==> src/pmc_pkg.sv <==
`timescale 1ns / 1ps
// -----------------------------------------------------------------------------
// pmc_pkg
// Shared types and codes of the partition mode controller.
// -----------------------------------------------------------------------------
package pmc_pkg;

   localparam int NUM_PARTS_DEF = 16;

   localparam int REQ_TDATA_W = 24;
   localparam int RSP_TDATA_W = 8;
   localparam int CSR_ADDR_W  = 2;
   localparam int CSR_DATA_W  = 16;

   // request op codes
   localparam logic [2:0] OP_GET_OWN   = 3'd0;
   localparam logic [2:0] OP_SET_OWN   = 3'd1;
   localparam logic [2:0] OP_GET_OTHER = 3'd2;
   localparam logic [2:0] OP_SET_OTHER = 3'd3;
   localparam logic [2:0] OP_APPLY     = 3'd4;

   // operating modes
   localparam logic [1:0] MODE_IDLE   = 2'd0;
   localparam logic [1:0] MODE_COLD   = 2'd1;
   localparam logic [1:0] MODE_WARM   = 2'd2;
   localparam logic [1:0] MODE_NORMAL = 2'd3;

   // start conditions
   localparam logic [1:0] SC_NORMAL       = 2'd0;
   localparam logic [1:0] SC_PART_RESTART = 2'd2;

   // status codes
   localparam logic [2:0] ST_OK       = 3'd0;
   localparam logic [2:0] ST_VALUE    = 3'd1;
   localparam logic [2:0] ST_STATE    = 3'd2;
   localparam logic [2:0] ST_NOFUNC   = 3'd3;
   localparam logic [2:0] ST_ACCESS   = 3'd4;
   localparam logic [2:0] ST_ID       = 3'd5;
   localparam logic [2:0] ST_LIMIT    = 3'd6;
   localparam logic [2:0] ST_DEFERRED = 3'd7;

   // register indexes
   localparam logic [CSR_ADDR_W-1:0] CSR_PRIV_MASK    = 2'd0;
   localparam logic [CSR_ADDR_W-1:0] CSR_RESTART_MASK = 2'd1;
   localparam logic [CSR_ADDR_W-1:0] CSR_NUM_USER     = 2'd2;

   localparam logic [4:0] NUM_USER_RESET = 5'd16;

   // one partition table entry; all-zero is the reset entry
   typedef struct packed {
      logic [1:0] start_cond;
      logic [1:0] pend_mode;
      logic       pending;
      logic       warm;
      logic [1:0] mode;
   } part_entry_type;

endpackage

==> src/partition_mode_controller.sv <==
`timescale 1ns / 1ps
// -----------------------------------------------------------------------------
// partition_mode_controller
// Partition mode table with privilege, id and transition checks per request.
// -----------------------------------------------------------------------------
//  channel  | direction | handshake          | payload
//  req_     | in        | tvalid / tready    | op, caller, target, req_mode
//  rsp_     | out       | tvalid / tready    | status, mode_out, start_cond_out, enqueue
//  csr_     | in        | we (no wait)       | addr = register index, wdata
//
//  On accept, the partition entry is read from the table memory into a
//  register; the execute step then checks, writes the entry back and loads
//  the response register. One request is in flight at a time.
//  A stalled response holds the execute step until rsp_tready frees the
//  output register. Reset is synchronous; table entries carry valid bits,
//  so every entry reads as idle right after reset, with no clearing pass.
// -----------------------------------------------------------------------------
module partition_mode_controller
   import pmc_pkg::*;
#(
   parameter int NUM_PARTS = NUM_PARTS_DEF
) (
   input  logic                   clock,
   input  logic                   reset,
   // request: [2:0] op, [6:3] caller, [14:7] target, [17:15] req_mode, rest zero
   input  logic                   req_tvalid,
   output logic                   req_tready,
   input  logic [REQ_TDATA_W-1:0] req_tdata,
   // response: [2:0] status, [4:3] mode_out, [6:5] start_cond_out, [7] enqueue
   output logic                   rsp_tvalid,
   input  logic                   rsp_tready,
   output logic [RSP_TDATA_W-1:0] rsp_tdata,
   input  logic                   csr_we,
   input  logic [CSR_ADDR_W-1:0]  csr_addr,
   input  logic [CSR_DATA_W-1:0]  csr_wdata
);

   localparam int IDX_W = (NUM_PARTS > 1) ? $clog2(NUM_PARTS) : 1;

   typedef enum logic {
      S_IDLE,
      S_EXEC
   } state_type;

   state_type state_ff, state_in;

   // configuration
   logic [15:0] priv_mask_ff;
   logic [15:0] restart_mask_ff;
   logic [4:0]  num_user_ff;

   // latched request
   logic [2:0]       op_ff;
   logic [3:0]       caller_ff;
   logic [7:0]       target_ff;
   logic [2:0]       mode_req_ff;
   logic [IDX_W-1:0] addr_ff;

   // table memory
   part_entry_type       part_mem [NUM_PARTS];
   logic [NUM_PARTS-1:0] entry_valid_ff;
   part_entry_type       rd_entry_ff;
   logic                 rd_valid_ff;

   // response register
   logic                   rsp_valid_ff, rsp_valid_in;
   logic [RSP_TDATA_W-1:0] rsp_data_ff, rsp_data_in;

   logic             req_fire;
   logic [2:0]       in_op;
   logic [7:0]       in_caller_ext;
   logic [7:0]       in_target;
   logic [7:0]       sel_id;
   logic [IDX_W-1:0] rd_addr;

   part_entry_type cur_entry, new_entry;
   logic [2:0]     status;
   logic           enq;
   logic           do_self;
   logic           op_legal;
   logic           caller_ok, priv, target_ok, restart_ok;
   logic [1:0]     m_req;
   logic [1:0]     m_apply;
   logic           ok_like;
   logic           done;
   logic           mem_we;

   assign req_tready = (state_ff == S_IDLE);
   assign req_fire   = req_tvalid && req_tready;
   assign rsp_tvalid = rsp_valid_ff;
   assign rsp_tdata  = rsp_data_ff;

   // ---- request decode and table read address
   assign in_op         = req_tdata[2:0];
   assign in_caller_ext = {4'b0000, req_tdata[6:3]};
   assign in_target     = req_tdata[14:7];
   assign sel_id        = (in_op == OP_GET_OWN || in_op == OP_SET_OWN) ? in_caller_ext
                                                                        : in_target;
   // out-of-range ids are rejected later; read a harmless entry
   assign rd_addr = (32'(sel_id) < NUM_PARTS) ? sel_id[IDX_W-1:0] : '0;

   // ---- configuration
   always_ff @(posedge clock) begin
      if (reset) begin
         priv_mask_ff    <= '0;
         restart_mask_ff <= '0;
         num_user_ff     <= NUM_USER_RESET;
      end else if (csr_we) begin
         case (csr_addr)
            CSR_PRIV_MASK:    priv_mask_ff    <= csr_wdata;
            CSR_RESTART_MASK: restart_mask_ff <= csr_wdata;
            CSR_NUM_USER:     num_user_ff     <= csr_wdata[4:0];
            default: ;
         endcase
      end
   end

   // ---- latched request fields
   always_ff @(posedge clock) begin
      if (req_fire) begin
         op_ff       <= in_op;
         caller_ff   <= req_tdata[6:3];
         target_ff   <= in_target;
         mode_req_ff <= req_tdata[17:15];
         addr_ff     <= rd_addr;
      end
   end

   // ---- table memory: registered read, write back from the execute step.
   // The write lands on an earlier edge than the next read, so no bypass.
   always_ff @(posedge clock) begin
      if (mem_we) begin
         part_mem[addr_ff] <= new_entry;
      end
      if (req_fire) begin
         rd_entry_ff <= part_mem[rd_addr];
         rd_valid_ff <= entry_valid_ff[rd_addr];
      end
   end

   always_ff @(posedge clock) begin
      if (reset) begin
         entry_valid_ff <= '0;
      end else if (mem_we) begin
         entry_valid_ff[addr_ff] <= 1'b1;
      end
   end

   // ---- execute: checks and entry update
   always_comb begin
      cur_entry  = rd_valid_ff ? rd_entry_ff : '0;
      new_entry  = cur_entry;
      status     = ST_NOFUNC;
      enq        = 1'b0;
      do_self    = 1'b0;
      op_legal   = 1'b1;
      m_req      = mode_req_ff[1:0];
      m_apply    = cur_entry.pend_mode;
      caller_ok  = 32'(caller_ff) < NUM_PARTS;
      priv       = priv_mask_ff[caller_ff];
      target_ok  = ({3'b000, num_user_ff} > target_ff) && (32'(target_ff) < NUM_PARTS);
      restart_ok = (target_ff < 8'd16) && restart_mask_ff[target_ff[3:0]];

      case (op_ff)
         OP_GET_OWN: begin
            status = ST_OK;
         end
         OP_SET_OWN: begin
            if (mode_req_ff > {1'b0, MODE_NORMAL}) status = ST_VALUE;
            else do_self = 1'b1;
         end
         OP_GET_OTHER: begin
            if (!priv) status = ST_ACCESS;
            else if (!target_ok) status = ST_ID;
            else status = ST_OK;
         end
         OP_SET_OTHER: begin
            if (!priv) status = ST_ACCESS;
            else if (mode_req_ff > {1'b0, MODE_NORMAL}) status = ST_VALUE;
            else if (!target_ok) status = ST_ID;
            else if (!restart_ok) status = ST_LIMIT;
            else if (target_ff == {4'b0000, caller_ff}) do_self = 1'b1;
            else if (m_req == MODE_NORMAL) status = ST_STATE;
            else if (m_req == MODE_WARM && !cur_entry.warm) status = ST_STATE;
            else begin
               status = ST_OK;
               if (!cur_entry.pending) begin
                  new_entry.pending   = 1'b1;
                  new_entry.pend_mode = m_req;
                  enq                 = 1'b1;
               end
            end
         end
         OP_APPLY: begin
            if (!target_ok) status = ST_ID;
            else if (!cur_entry.pending) status = ST_STATE;
            else begin
               status = ST_OK;
               if (m_apply == MODE_NORMAL) m_apply = MODE_IDLE;
               if (m_apply == MODE_WARM && !cur_entry.warm) m_apply = MODE_COLD;
               if (m_apply == MODE_COLD) new_entry.warm = 1'b0;
               new_entry.pending    = 1'b0;
               new_entry.mode       = m_apply;
               new_entry.start_cond = SC_PART_RESTART;
            end
         end
         default: begin
            op_legal = 1'b0;
            status   = ST_NOFUNC;
         end
      endcase

      // own-mode change, shared by set own and set other aimed at the caller
      if (do_self) begin
         if (cur_entry.mode == MODE_IDLE || (cur_entry.mode == MODE_COLD && m_req == MODE_WARM)) begin
            status = ST_STATE;
         end else if (m_req == MODE_NORMAL) begin
            if (cur_entry.mode == MODE_NORMAL) begin
               status = ST_NOFUNC;
            end else begin
               status         = ST_OK;
               new_entry.mode = MODE_NORMAL;
               new_entry.warm = 1'b1;
            end
         end else begin
            status = ST_DEFERRED;
            if (!cur_entry.pending) begin
               new_entry.pending   = 1'b1;
               new_entry.pend_mode = m_req;
               enq                 = 1'b1;
            end
         end
      end

      if (op_legal && !caller_ok) begin
         status    = ST_ACCESS;
         new_entry = cur_entry;
         enq       = 1'b0;
      end
   end

   assign ok_like = (status == ST_OK) || (status == ST_DEFERRED);
   assign done    = (state_ff == S_EXEC) && (!rsp_valid_ff || rsp_tready);
   assign mem_we  = done && ok_like;

   // ---- control and response register
   always_comb begin
      state_in     = state_ff;
      rsp_valid_in = rsp_valid_ff;
      rsp_data_in  = rsp_data_ff;
      if (rsp_valid_ff && rsp_tready) rsp_valid_in = 1'b0;
      case (state_ff)
         S_IDLE: begin
            if (req_fire) state_in = S_EXEC;
         end
         S_EXEC: begin
            if (done) begin
               state_in     = S_IDLE;
               rsp_valid_in = 1'b1;
               rsp_data_in  = ok_like ? {enq, new_entry.start_cond, new_entry.mode, status}
                                      : {5'b00000, status};
            end
         end
         default: state_in = S_IDLE;
      endcase
   end

   always_ff @(posedge clock) begin
      if (reset) begin
         state_ff     <= S_IDLE;
         rsp_valid_ff <= 1'b0;
      end else begin
         state_ff     <= state_in;
         rsp_valid_ff <= rsp_valid_in;
      end
      rsp_data_ff <= rsp_data_in;
   end

   // ---- assertions
   a_err_zero: assert property (@(posedge clock) disable iff (reset)
      rsp_valid_ff && !(rsp_data_ff[2:0] == ST_OK || rsp_data_ff[2:0] == ST_DEFERRED)
      |-> rsp_data_ff[7:3] == 5'b00000)
      else $error("error response carries payload");

   a_enq_fresh: assert property (@(posedge clock) disable iff (reset)
      mem_we && enq |-> !cur_entry.pending && new_entry.pending)
      else $error("enqueue without a newly latched change");

   a_one_in_flight: assert property (@(posedge clock) disable iff (reset)
      req_fire |=> !req_tready)
      else $error("second request taken while one is executing");

   a_wr_range: assert property (@(posedge clock) disable iff (reset)
      mem_we |-> 32'(addr_ff) < NUM_PARTS)
      else $error("table write beyond partition count");

   a_exec_resp: assert property (@(posedge clock) disable iff (reset)
      done |=> rsp_valid_ff && state_ff == S_IDLE)
      else $error("execute step finished without a response");

endmodule
==> config.mk <==
export PLATFORM = sky130hd
export DESIGN_NAME = partition_mode_controller
export DESIGN_NICKNAME = d
export VERILOG_FILES = /design/src/pmc_pkg.sv /design/src/partition_mode_controller.sv
export SDC_FILE = /design/constraint.sdc
export NUM_CORES = 1
export LEC_CHECK = 0
export BUFFER_PORTS_ARGS = -buffer_cell sky130_fd_sc_hd__buf_2
export CAP_MARGIN = 20
export CORE_ASPECT_RATIO = 1.2
export CORE_UTILIZATION = 50
export CTS_BUF_LIST = sky130_fd_sc_hd__clkbuf_16
export CTS_CLUSTER_SIZE = 12
export DETAILED_ROUTE_END_ITERATION = 16
export PLACE_DENSITY = 0.7
export SYNTH_ARGS = -nofsm -noshare
export SYNTH_HDL_FRONTEND = slang
export SYNTH_SLANG_ARGS = --single-unit
==> constraint.sdc <==
create_clock -name clock -period 3.35 [get_ports clock]
set_clock_uncertainty 0.2 [all_clocks]
set_input_delay 0.5025 -clock clock [delete_from_list [all_inputs] [get_ports clock]]
set_output_delay 0.5025 -clock clock [all_outputs]
set_load 0.02 [all_outputs]
==> impl_summary.txt, run 1 <==
----------------------------------------------------
[Min path]
  Worst hold path class ... in -> reg

[Synth]
  Post-synthesis sequential area ratio ... 64.87%
  Syn Inst Count ... 791
  Number of library cell types mapped by synthesis ... 60
  Count of flip-flops with a built-in enable after synthesis ... 167
  Netlist area before placement ... 9428 sq um
  Net count after synthesis ... 843
  Post-synth ARST share ... 0%
  Yosys synthesis warning count ... 0
  Main synth FF type ... sky130_fd_sc_hd__edfxtp_1
  Register bit count reported by yosys ... 222
  Avg Synthesized Cell Area ... 11.92 sq um

[Global routing]
  Wire length of the first global-routing pass ... 35.31 mm
  Via count of the first global-routing pass ... 6854
  Maximum number of pins on one net before global-route repair ... 56
  Number of antenna violations at the first check in global routing ... 0
  Remaining global-route overflow ... 0
  GRT Util Overall ... 23.41%

[Routing]
  Routed via count ... 6791
  Vias per std cell ... 5.844
  Routed Antenna Nets ... 0
  Post-detailed-route DRC marker count ... 0
  Sum of routed wire length over all layers ... 22.72 mm
  Drt initial violations ... 558
  Pre-Repair DR Iteration Count ... 5
  Final routed wire length divided by cell count ... 19.55 um

[Setup path]
  Worst Path Required ... 3.36 ns
  Biggest cell delay along the critical path ... 0.56 ns
  Critical path launch point type ... flip-flop
  Standard cell with the maximum stage delay on the critical path ... sky130_fd_sc_hd__or4_4
  Capturing element type of the critical path ... flip-flop
  Startpoint-to-endpoint class of the critical path ... reg -> reg
  Crit path cell chain ... or4_4 > a31o_1 > a31oi_4 > nand4_4 > o31ai_4 > a32o_2 > a31oi_4 > buf_6 > buf_6 > nor4_4 > buf_6
  Most frequent cell on the critical path ... sky130_fd_sc_hd__buf_6
  Endpoint arrival time on the critical path ... 3.43 ns
  Critical-path maximum fanout ... 8

[Power]
  PwrDens ... 517.7 nW/um^2
  Peak supply drop ... 0.0003917 V
  Total Power ... 5.915 mW
  Reported leakage power ... 4.035 nW

[Placement]
  HPWL after detailed placement ... 14.99 mm
  Count of buffers inserted at the top-level ports ... 50
  Final GP Congestion ... 0.9109
  Pre-CTS WS ... -0.2556 ns

[Clocking]
  CTS Root Buffer Type ... sky130_fd_sc_hd__clkbuf_16
  Number of clock buffers inserted by TritonCTS ... 23
  Clock-pin slew on the worst setup and hold paths ... 0.06 ns
  Sinks on the clock net ... 222
  Clock latency reported for the late side of the worst-skew pair ... 0.51 ns
  H-tree level count ... 1
  Clock tree from TritonCTS ... done
  Clock tree buffer depth ... 3

[STA]
  Period Utilization, post-route ... 101.9%
  Final critical-path required period ... 3.413 ns
  Number of pins exceeding their max-slew limit in the final report ... 0
  Worst max-slew margin expressed relative to the limit ... 58.42%
  Final setup violation count ... 42
  Slew of the pin with the lowest slew margin ... 0.6218 ns
  Maximum clock rate ... 293.0 MHz
  Slack of the critical path ... -0.06261 ns
  RSZ-0062 raised after global routing ... yes
  Final Hold Viols ... 0

[Finish]
  Multi-input gate area ... 3213 sq um
  Most used cells in the layout excluding fill and tap cells ... sky130_fd_sc_hd__edfxtp_1, sky130_fd_sc_hd__nand2_1, sky130_fd_sc_hd__dfxtp_1
  Post-layout net count ... 948
  Number of antenna cells inserted ... 0
  Fraction of final layout cells with drive strength greater than 1 ... 21.54%
  Combined flip-flop and latch cell area ... 6116 sq um
  Filler instances ... 1373
  Layout-stage area growth over the synthesis result ... 21.18%
  Most common cell after layout, fill and taps aside ... sky130_fd_sc_hd__edfxtp_1

[Floorplan]
  Cell Rows ... 54
  Number of top-level pins ... 57
  Effective utilization at floorplan ... 51.49%
  Overall die area ... 19410 sq um
  Floorplan die height ... 152.4 um
  Chip Width ... 127.4 um
  Core area ... 18310 sq um

[Outcome]
  Violations in the final reports ... negative setup slack
  Run status ... complete, but fails checks

[Run]
  Max_cap viols ... 0

----------------------------------------------------
-- registers in the layout, indices dropped and copies added (netlist names), 3 cells and up --
signal,cells
target_ff,8
mode_req_ff,3
addr_ff,4
caller_ff,4
rd_entry_ff,8
part_mem,128
restart_mask_ff,16
priv_mask_ff,16
num_user_ff,5
op_ff,3
entry_valid_ff,16
rsp_tdata,8
-- cell type report --
cell class | instances | share of cell area, %
repair buffers | 131 | 8.904
flip-flops and latches | 222 | 53.53
multi-input cells | 491 | 28.12
clock buffers | 23 | 5.038
clock inverters | 16 | 0.7557
inverters | 27 | 0.8871
well taps | 252 | 2.760
-- synthesized netlist by cell type, drive strengths merged, types with 16 or more instances --
library cell | number | area share (%)
edfxtp | 167 | 53
nand2 | 154 | 6.1
dfxtp | 55 | 12
clkbuf | 42 | 1.7
a21oi | 40 | 2.1
nand3 | 34 | 1.8
o22ai | 28 | 1.9
inv | 25 | 1.0
nor2 | 25 | 1.0
o211ai | 22 | 1.8
o221ai | 19 | 1.8
o21ai | 17 | 0.90
nand2b | 16 | 1.1
-- critical path, delay by kind of cell (launching register included) --
| kind | cells | cell delay [ns] |
|---|---|---|
| AO/OA/AOI/OAI | 5 | 1.13 |
| buffers and inverters | 3 | 0.47 |
| AND/OR/NAND/NOR | 3 | 0.96 |
| flip-flops | 1 | 0.36 |
-- routing by layer --
layer | GRT usage [%] | share of wire (%) | vias to the layer above | routed length [um]
li1 | - | - | 3176 | -
met1 | 29.20 | 41 | 3302 | 9278
met2 | 39.66 | 48 | 251 | 10940
met3 | 3.371 | 5.9 | 62 | 1339
met4 | 11.79 | 5.1 | 0 | 1156
met5 | 0 | 0 | - | 0
-- kinds of logic (layout without fill, tap and decap cells) --
group                    count (synthesis)  count (layout)  share of synthesized area (%)
AO/OA/AOI/OAI                          176             176                          13.59
XOR/XNOR                                 5               5                         0.4646
adder cells (fa/ha/maj)                  5               5                         0.6636
buffers and inverters                   78             197                          3.251
flip-flops                             222             222                          64.87
multiplexers                            17              17                          2.641
AND/OR/NAND/NOR                        288             288                          14.52
-- final timing paths --
path                                     startpoint                  end  slack [ns]  cells past startpoint
worst max-delay path                   target_ff[5]       part_mem[9][3]       -0.06                     11
worst min-delay path                   req_tdata[4]         caller_ff[1]        0.02                      1
worst max register to register         target_ff[5]       part_mem[9][3]       -0.06                     11
worst min register to register  restart_mask_ff[12]  restart_mask_ff[12]        0.25                      2
-- timing repair --
| action | 4_1_cts | 5_1_grt |
|---|---|---|
| gates resized for setup | 25 | 19 |
| setup buffers | 7 | 4 |
| pin swaps | 12 | 12 |
| hold buffers | 10 | 1 |
| setup endpoints to repair | 128 | 132 |
| hold endpoints to repair | 10 | 1 |
-- report_power, final --
part | switching (mW) | leakage (nW) | internal (mW) | total (mW)
logic | 0.349 | 1.67 | 0.212 | 0.561
clock network | 0.970 | 0.365 | 1.30 | 2.28
registers | 0.0458 | 2.00 | 3.03 | 3.08
-- through the flow --
step	instance area (sq um)	hold slack, ns	cells	utilization (%)	TNS [ns]
after floorplan	9477	0.2318	791	-	0
after global placement	10360	0.2413	1101	56.60	-13.65
after detailed placement	10360	0.2470	1101	56.60	-24.91
after CTS	11300	0.0008557	1157	61.70	-6.966
after global routing	11420	0.006073	1162	62.40	-8.660
final	11420	0.01851	1162	62.40	-1.272
(Power assumes the default switching activity.)
==> run 2: changes to the inputs <==
- PLACE_DENSITY: 0.7 -> 0.68
- clock period: 3.35 -> 4 ns (I/O delays scaled with it)
==> run 2 against run 1 <==
Net effect: the run now ends clean; maximum frequency is 11% lower; cell count down 3.4%; worst hold slack improved by 0.054 ns; utilization is 3.6 points lower; non-clock buffer count is 42 lower; register-to-register slack better by 0.23 ns; sequential power is 16% lower; wire length down 3.3%; sequential share of layout area grew 3.3 points; via count is 2.7% lower; sequential cell count is the same; largest power group unchanged; highest routed layer unchanged.
==> impl_summary.txt, run 2 (synthesis results as in run 1) <==
----------------------------------------------------
[Power]
  Peak supply drop ... 0.0003322 V
  Cell internal power dissipation ... 3.704 mW
  Switch share ... 22.97%
  Share of total power in combinational logic ... 8.1%
  Reported leakage power ... 3.767 nW
  Switching power summed over all nets ... 1.105 mW
  Total Power ... 4.809 mW
  PwrDens ... 446.9 nW/um^2
  Fraction of power consumed by the clock network ... 38.2%
  Portion of total power attributed to sequential cells ... 53.7%

[Clocking]
  Clock tree from TritonCTS ... done
  Clock latency reported for the late side of the worst-skew pair ... 0.50 ns
  H-tree level count ... 1
  Count of cells resized by post-cts repair ... 0
  Sinks on the clock net ... 222
  Number of buffers inserted by post-CTS setup repair ... 0
  Clock-pin slew on the worst setup and hold paths ... 0.06 ns
  Number of buffers inserted by hold repair at cts ... 0
  CTS Root Buffer Type ... sky130_fd_sc_hd__clkbuf_16
  Clock tree buffer depth ... 3
  Number of clock buffers inserted by TritonCTS ... 23

[STA]
  Setup TNS ... 0 ns
  Period Utilization, post-route ... 95.73%
  Final setup violation count ... 0
  Worst max-slew margin expressed relative to the limit ... 49.43%
  Slew of the pin with the lowest slew margin ... 0.7558 ns
  Final Hold Viols ... 0
  Final critical-path required period ... 3.829 ns
  RSZ-0062 raised after global routing ... no
  Maximum clock rate ... 261.1 MHz
  Final hold slack ... 0.07228 ns
  Number of pins exceeding their max-slew limit in the final report ... 0

[Floorplan]
  Effective utilization at floorplan ... 51.49%
  Number of top-level pins ... 57
  Cell Rows ... 54
  Overall die area ... 19410 sq um
  Chip Width ... 127.4 um
  Core area ... 18310 sq um
  Floorplan die height ... 152.4 um

[Global routing]
  Number of antenna violations at the first check in global routing ... 1
  Global Route met3 Usage ... 2.914%
  Maximum number of pins on one net before global-route repair ... 47
  Global routing usage on met2 ... 38.17%
  Via count of the first global-routing pass ... 6515
  Wire length of the first global-routing pass ... 34.09 mm
  Most Used Layer, Global Route ... met2
  Remaining global-route overflow ... 0
  GRT Util Overall ... 22.77%
  Met1 Resource Use GR ... 28.96%

[Finish]
  Register name with the most flops ... part_mem
  Layout-stage area growth over the synthesis result ... 14.15%
  Number of flip-flops under the largest register name ... 128
  Most common cell after layout, fill and taps aside ... sky130_fd_sc_hd__edfxtp_1
  Fraction of final layout cells with drive strength greater than 1 ... 16.90%
  Filler instances ... 1437
  Final core area utilization ... 58.77%
  Post-route cell area ... 10760 sq um
  Post-layout net count ... 906
  Most used cells in the layout excluding fill and tap cells ... sky130_fd_sc_hd__edfxtp_1, sky130_fd_sc_hd__nand2_1, sky130_fd_sc_hd__dfxtp_1

[Placement]
  Final GP Congestion ... 0.8601
  Count of buffers inserted at the top-level ports ... 50
  Post-placement cell area ... 10080 sq um
  HPWL after detailed placement ... 14.77 mm

[Routing]
  Routed via count ... 6611
  Final routed wire length divided by cell count ... 19.57 um
  Routed Antenna Nets ... 0
  Post-detailed-route DRC marker count ... 0
  Vias per std cell ... 5.887
  Drt initial violations ... 570
  Pre-Repair DR Iteration Count ... 5
  Sum of routed wire length over all layers ... 21.98 mm

[Setup path]
  Critical-path maximum fanout ... 15
  Most frequent cell on the critical path ... sky130_fd_sc_hd__a31oi_4
  Startpoint of the most critical register-to-register path ... target_ff[4]
  Capturing element type of the critical path ... flip-flop
  Number of cells traversed by the worst register-to-register path ... 9
  Worst Path Required ... 3.93 ns
  Endpoint arrival time on the critical path ... 3.76 ns
  Worst R2R Setup Slack ... 0.17 ns
  Critical path launch point type ... flip-flop
  Standard cell with the maximum stage delay on the critical path ... sky130_fd_sc_hd__or4_4
  Biggest cell delay along the critical path ... 0.59 ns
  Crit path cell chain ... or4_4 > a31o_1 > a31oi_4 > nand4_4 > o31ai_4 > a32o_2 > a31oi_4 > buf_4 > nor2_1
  Startpoint-to-endpoint class of the critical path ... reg -> reg
  FF-to-FF End ... part_mem[0][5]

[Min path]
  Endpoint of the worst hold path ... op_ff[0]
  WHS Path Cells ... 1
  Worst hold path class ... in -> reg
  Worst min-delay path startpoint ... req_tdata[0]

[Outcome]
  Run status ... complete, no violations

[Run]
  Max_cap viols ... 0

----------------------------------------------------
-- run 2: changes by cell type in the layout (fill, tap and decap cells not counted), moves of 2 or more --
cell,previous run,this run
sky130_fd_sc_hd__buf_6,15,0
sky130_fd_sc_hd__clkinv_2,0,2
sky130_fd_sc_hd__o21ai_1,3,0
sky130_fd_sc_hd__nor4_4,7,0
sky130_fd_sc_hd__inv_1,36,38
sky130_fd_sc_hd__nor2_4,8,0
sky130_fd_sc_hd__nor4_2,0,2
sky130_fd_sc_hd__buf_12,6,1
sky130_fd_sc_hd__o21ai_0,14,17
sky130_fd_sc_hd__nor2_1,16,25
sky130_fd_sc_hd__nor4_1,0,5
sky130_fd_sc_hd__dlygate4sd3_1,11,0
sky130_fd_sc_hd__buf_4,49,38
-- run 2: worst max path at each step --
stage | from | to | slack (ns) | cells past startpoint
floorplan | target_ff[4] | part_mem[10][0] | 0.29 | 8
global route | target_ff[4] | part_mem[0][6] | 0.03 | 9
CTS | target_ff[0] | part_mem[10][5] | 0.16 | 10
finish | target_ff[4] | part_mem[0][5] | 0.17 | 9
detailed placement | target_ff[4] | part_mem[3][5] | 0.19 | 8
global placement | target_ff[4] | part_mem[10][7] | 0.24 | 10
-- run 2: layer usage --
layer	share of wire, %	vias to the layer above
li1	-	3106
met1	40	3209
met2	49	246
met3	5.8	50
met4	4.6	0
met5	0	-
-- run 2: critical path: cells and delay by family, from the launching register on --
kind | cells | cell delay (ns)
simple gates | 3 | 1.30
buf+inv | 1 | 0.21
compound gates | 5 | 1.36
flops | 1 | 0.38
-- run 2: final cells by class --
| cell class | instances | area [sq um] | area share, % |
|---|---|---|---|
| inverters | 27 | 101.3 | 0.9417 |
| multi-input cells | 491 | 3025 | 28.11 |
| clock inverters | 18 | 70.07 | 0.6511 |
| clock buffers | 23 | 575.6 | 5.348 |
| diodes | 1 | 2.502 | 0.02325 |
| flip-flops and latches | 222 | 6116 | 56.83 |
| well taps | 252 | 315.3 | 2.930 |
| repair buffers | 89 | 555.5 | 5.162 |
-- run 2: stage by stage --
step | cells | setup slack [ns]
detailed placement | 1076 | 0.1950
global placement | 1076 | 0.2429
finish | 1123 | 0.1707
floorplan | 791 | 0.2865
CTS | 1117 | 0.1629
global route | 1122 | 0.03103
-- run 2: power by group through the flow --
stage          clock network, mW  logic [mW]  registers [mW]
2_1_floorplan                  0       0.236            2.62
3_3_place_gp                   0       0.370            2.63
3_5_place_dp                   0       0.381            2.63
4_1_cts                     1.87       0.383            2.58
5_1_grt                     1.95       0.423            2.59
6_report                    1.84       0.390            2.58
==> run 3: changes to the inputs <==
- BUFFER_PORTS_ARGS: -buffer_cell sky130_fd_sc_hd__buf_2 -> unset
- CORE_ASPECT_RATIO: 1.2 -> 0.5
- DONT_BUFFER_PORTS: unset -> 1
- PLACE_DENSITY: 0.68 -> unset
==> run 3 against run 2 <==
Net effect: maximum frequency increased by 0.11%; register-to-register slack about the same; total power increased by 1.0%; highest routed layer unchanged; wire length increased by 4.5%; via count down 2.4%; sequential power hardly changed; sequential cell count unchanged; global-route usage grew 1.3 points.
==> impl_summary.txt, run 3 (synthesis results as in run 1) <==
----------------------------------------------------
[STA]
  Final Hold Viols ... 0
  Final critical-path required period ... 3.825 ns
  RSZ-0062 raised after global routing ... no
  Period Utilization, post-route ... 95.62%
  Maximum clock rate ... 261.4 MHz
  Worst max-slew margin expressed relative to the limit ... 34.15%
  Final setup violation count ... 0
  Setup TNS ... 0 ns
  Number of pins exceeding their max-slew limit in the final report ... 0
  Slew of the pin with the lowest slew margin ... 0.9856 ns

[Finish]
  Register name with the most flops ... part_mem
  Number of flip-flops under the largest register name ... 128
  Most used cells in the layout excluding fill and tap cells ... sky130_fd_sc_hd__edfxtp_1, sky130_fd_sc_hd__nand2_1, sky130_fd_sc_hd__dfxtp_1
  Layout-stage area growth over the synthesis result ... 14.13%
  Most common cell after layout, fill and taps aside ... sky130_fd_sc_hd__edfxtp_1
  Multi-input gate area ... 3050 sq um
  Post-layout net count ... 870
  Non-filler cells, final ... 1093
  Combined flip-flop and latch cell area ... 6116 sq um
  Filler instances ... 1510
  Fraction of final layout cells with drive strength greater than 1 ... 11.51%
  Number of antenna cells inserted ... 0

[Global routing]
  Via count of the first global-routing pass ... 6161
  Number of antenna violations at the first check in global routing ... 0
  Wire length of the first global-routing pass ... 35.31 mm
  Remaining global-route overflow ... 0
  Most Used Layer, Global Route ... met2
  Global routing usage on met2 ... 38.76%
  Maximum number of pins on one net before global-route repair ... 56
  Met1 Resource Use GR ... 34.80%
  GRT Util Overall ... 24.10%
  Global Route met3 Usage ... 4.374%

[Floorplan]
  Overall die area ... 19440 sq um
  Number of top-level pins ... 57
  Cell Rows ... 35
  Chip Width ... 196.2 um
  Effective utilization at floorplan ... 51.14%
  Core area ... 18440 sq um
  Floorplan die height ... 99.10 um

[Clocking]
  Clock tree from TritonCTS ... done
  Sinks on the clock net ... 222
  Clock tree buffer depth ... 3
  Clock-pin slew on the worst setup and hold paths ... 0.06 ns
  Clock latency reported for the late side of the worst-skew pair ... 0.52 ns
  H-tree level count ... 1
  Number of clock buffers inserted by TritonCTS ... 22
  Count of cells resized by post-cts repair ... 0
  CTS Root Buffer Type ... sky130_fd_sc_hd__clkbuf_16

[Routing]
  Routed via count ... 6450
  Pre-Repair DR Iteration Count ... 5
  Post-detailed-route DRC marker count ... 0
  Final routed wire length divided by cell count ... 21.01 um
  Vias per std cell ... 5.901
  Routed Antenna Nets ... 0
  Drt initial violations ... 492
  Sum of routed wire length over all layers ... 22.97 mm

[Placement]
  Count of buffers inserted at the top-level ports ... 0
  HPWL after detailed placement ... 14.20 mm
  # placed instances ... 1032
  Final GP Congestion ... 0.8307

[Run]
  Max_cap viols ... 0

[Setup path]
  Startpoint-to-endpoint class of the critical path ... reg -> reg
  Worst R2R Setup Slack ... 0.18 ns
  FF-to-FF End ... part_mem[1][5]
  Endpoint arrival time on the critical path ... 3.85 ns
  Startpoint of the most critical register-to-register path ... target_ff[4]
  Worst setup path start ... target_ff[4]
  Capturing element type of the critical path ... flip-flop
  Critical path launch point type ... flip-flop
  Worst Path Required ... 4.02 ns
  Number of cells traversed by the worst register-to-register path ... 10
  Critical-path maximum fanout ... 12

[Power]
  Peak supply drop ... 0.0003078 V
  Reported leakage power ... 3.666 nW
  PwrDens ... 451.4 nW/um^2

[Min path]
  Worst min-delay path startpoint ... csr_wdata[5]
  Endpoint of the worst hold path ... priv_mask_ff[5]
  WHS Path Cells ... 2
  Worst hold path class ... in -> reg

[Outcome]
  Run status ... complete, no violations

----------------------------------------------------
## run 3: cell count changes in the layout (fill, tap and decap cells not counted), moves of 2 or more
cell | previous run | this run
sky130_fd_sc_hd__buf_2 | 50 | 0
sky130_fd_sc_hd__buf_12 | 1 | 3
sky130_fd_sc_hd__buf_6 | 0 | 2
sky130_fd_sc_hd__nor4_1 | 5 | 2
sky130_fd_sc_hd__nor4_2 | 2 | 5
sky130_fd_sc_hd__clkinv_2 | 2 | 0
sky130_fd_sc_hd__inv_1 | 38 | 41
sky130_fd_sc_hd__dlygate4sd3_1 | 0 | 19
sky130_fd_sc_hd__clkinv_1 | 5 | 2
sky130_fd_sc_hd__buf_4 | 38 | 30
## run 3: how the worst max path moves through the flow
stage | end | slack, ns | depth (start not counted)
floorplan | part_mem[10][0] | 0.29 | 8
global placement | part_mem[1][2] | 0.13 | 10
detailed placement | part_mem[1][2] | 0.11 | 10
CTS | part_mem[1][2] | 0.12 | 10
global route | part_mem[1][5] | 0.04 | 10
finish | part_mem[1][5] | 0.18 | 10
## run 3: per-layer routing
| layer | share of wire (%) | up-vias |
|---|---|---|
| li1 | - | 3022 |
| met1 | 47 | 3199 |
| met2 | 45 | 201 |
| met3 | 6.8 | 28 |
| met4 | 1.3 | 0 |
| met5 | 0 | - |
## run 3: what timing repair did
action,4_1_cts,5_1_grt
endpoints found under the setup margin,0,17
buffers inserted,0,0
hold endpoints to repair,65,0
hold buffers,20,0
## run 3: layout make-up
cell class              instances  area share, %
clock buffers                  22          5.116
clock inverters                18          1.116
inverters                      27         0.9419
multi-input cells             491          28.35
flip-flops and latches        222          56.84
well taps                     259          3.012
repair buffers                 54          4.628
## run 3: stage by stage
stage / setup slack, ns / area [sq um] / hold WS [ns] / total power [mW] / util [%]
floorplan: 0.2865 / 9428 / 0.2318 / 2.854 / -
global placement: 0.1349 / 9849 / 0.2351 / 2.957 / 53.42
detailed placement: 0.1149 / 9872 / 0.2382 / 2.967 / 53.55
CTS: 0.1161 / 10750 / 0.004373 / 4.890 / 58.32
global route: 0.03803 / 10760 / 0.007280 / 5.023 / 58.36
finish: 0.1750 / 10760 / 0.02035 / 4.857 / 58.36
## run 3: critical path, cell delays in order, from the launching register on
cell                       delay (ns)
sky130_fd_sc_hd__edfxtp_1        0.38
sky130_fd_sc_hd__or4_4           0.60
sky130_fd_sc_hd__a31o_1          0.24
sky130_fd_sc_hd__a31oi_4         0.29
sky130_fd_sc_hd__nand4_4         0.18
sky130_fd_sc_hd__o31ai_4         0.32
sky130_fd_sc_hd__a32o_2          0.22
sky130_fd_sc_hd__a31oi_4         0.22
sky130_fd_sc_hd__buf_4           0.25
sky130_fd_sc_hd__nor4_2          0.35
sky130_fd_sc_hd__buf_4           0.28
## run 3: power by group
part,switching (mW),internal [mW]
Combinational,0.237,0.126
Clock,0.841,1.07
Sequential,0.0478,2.54
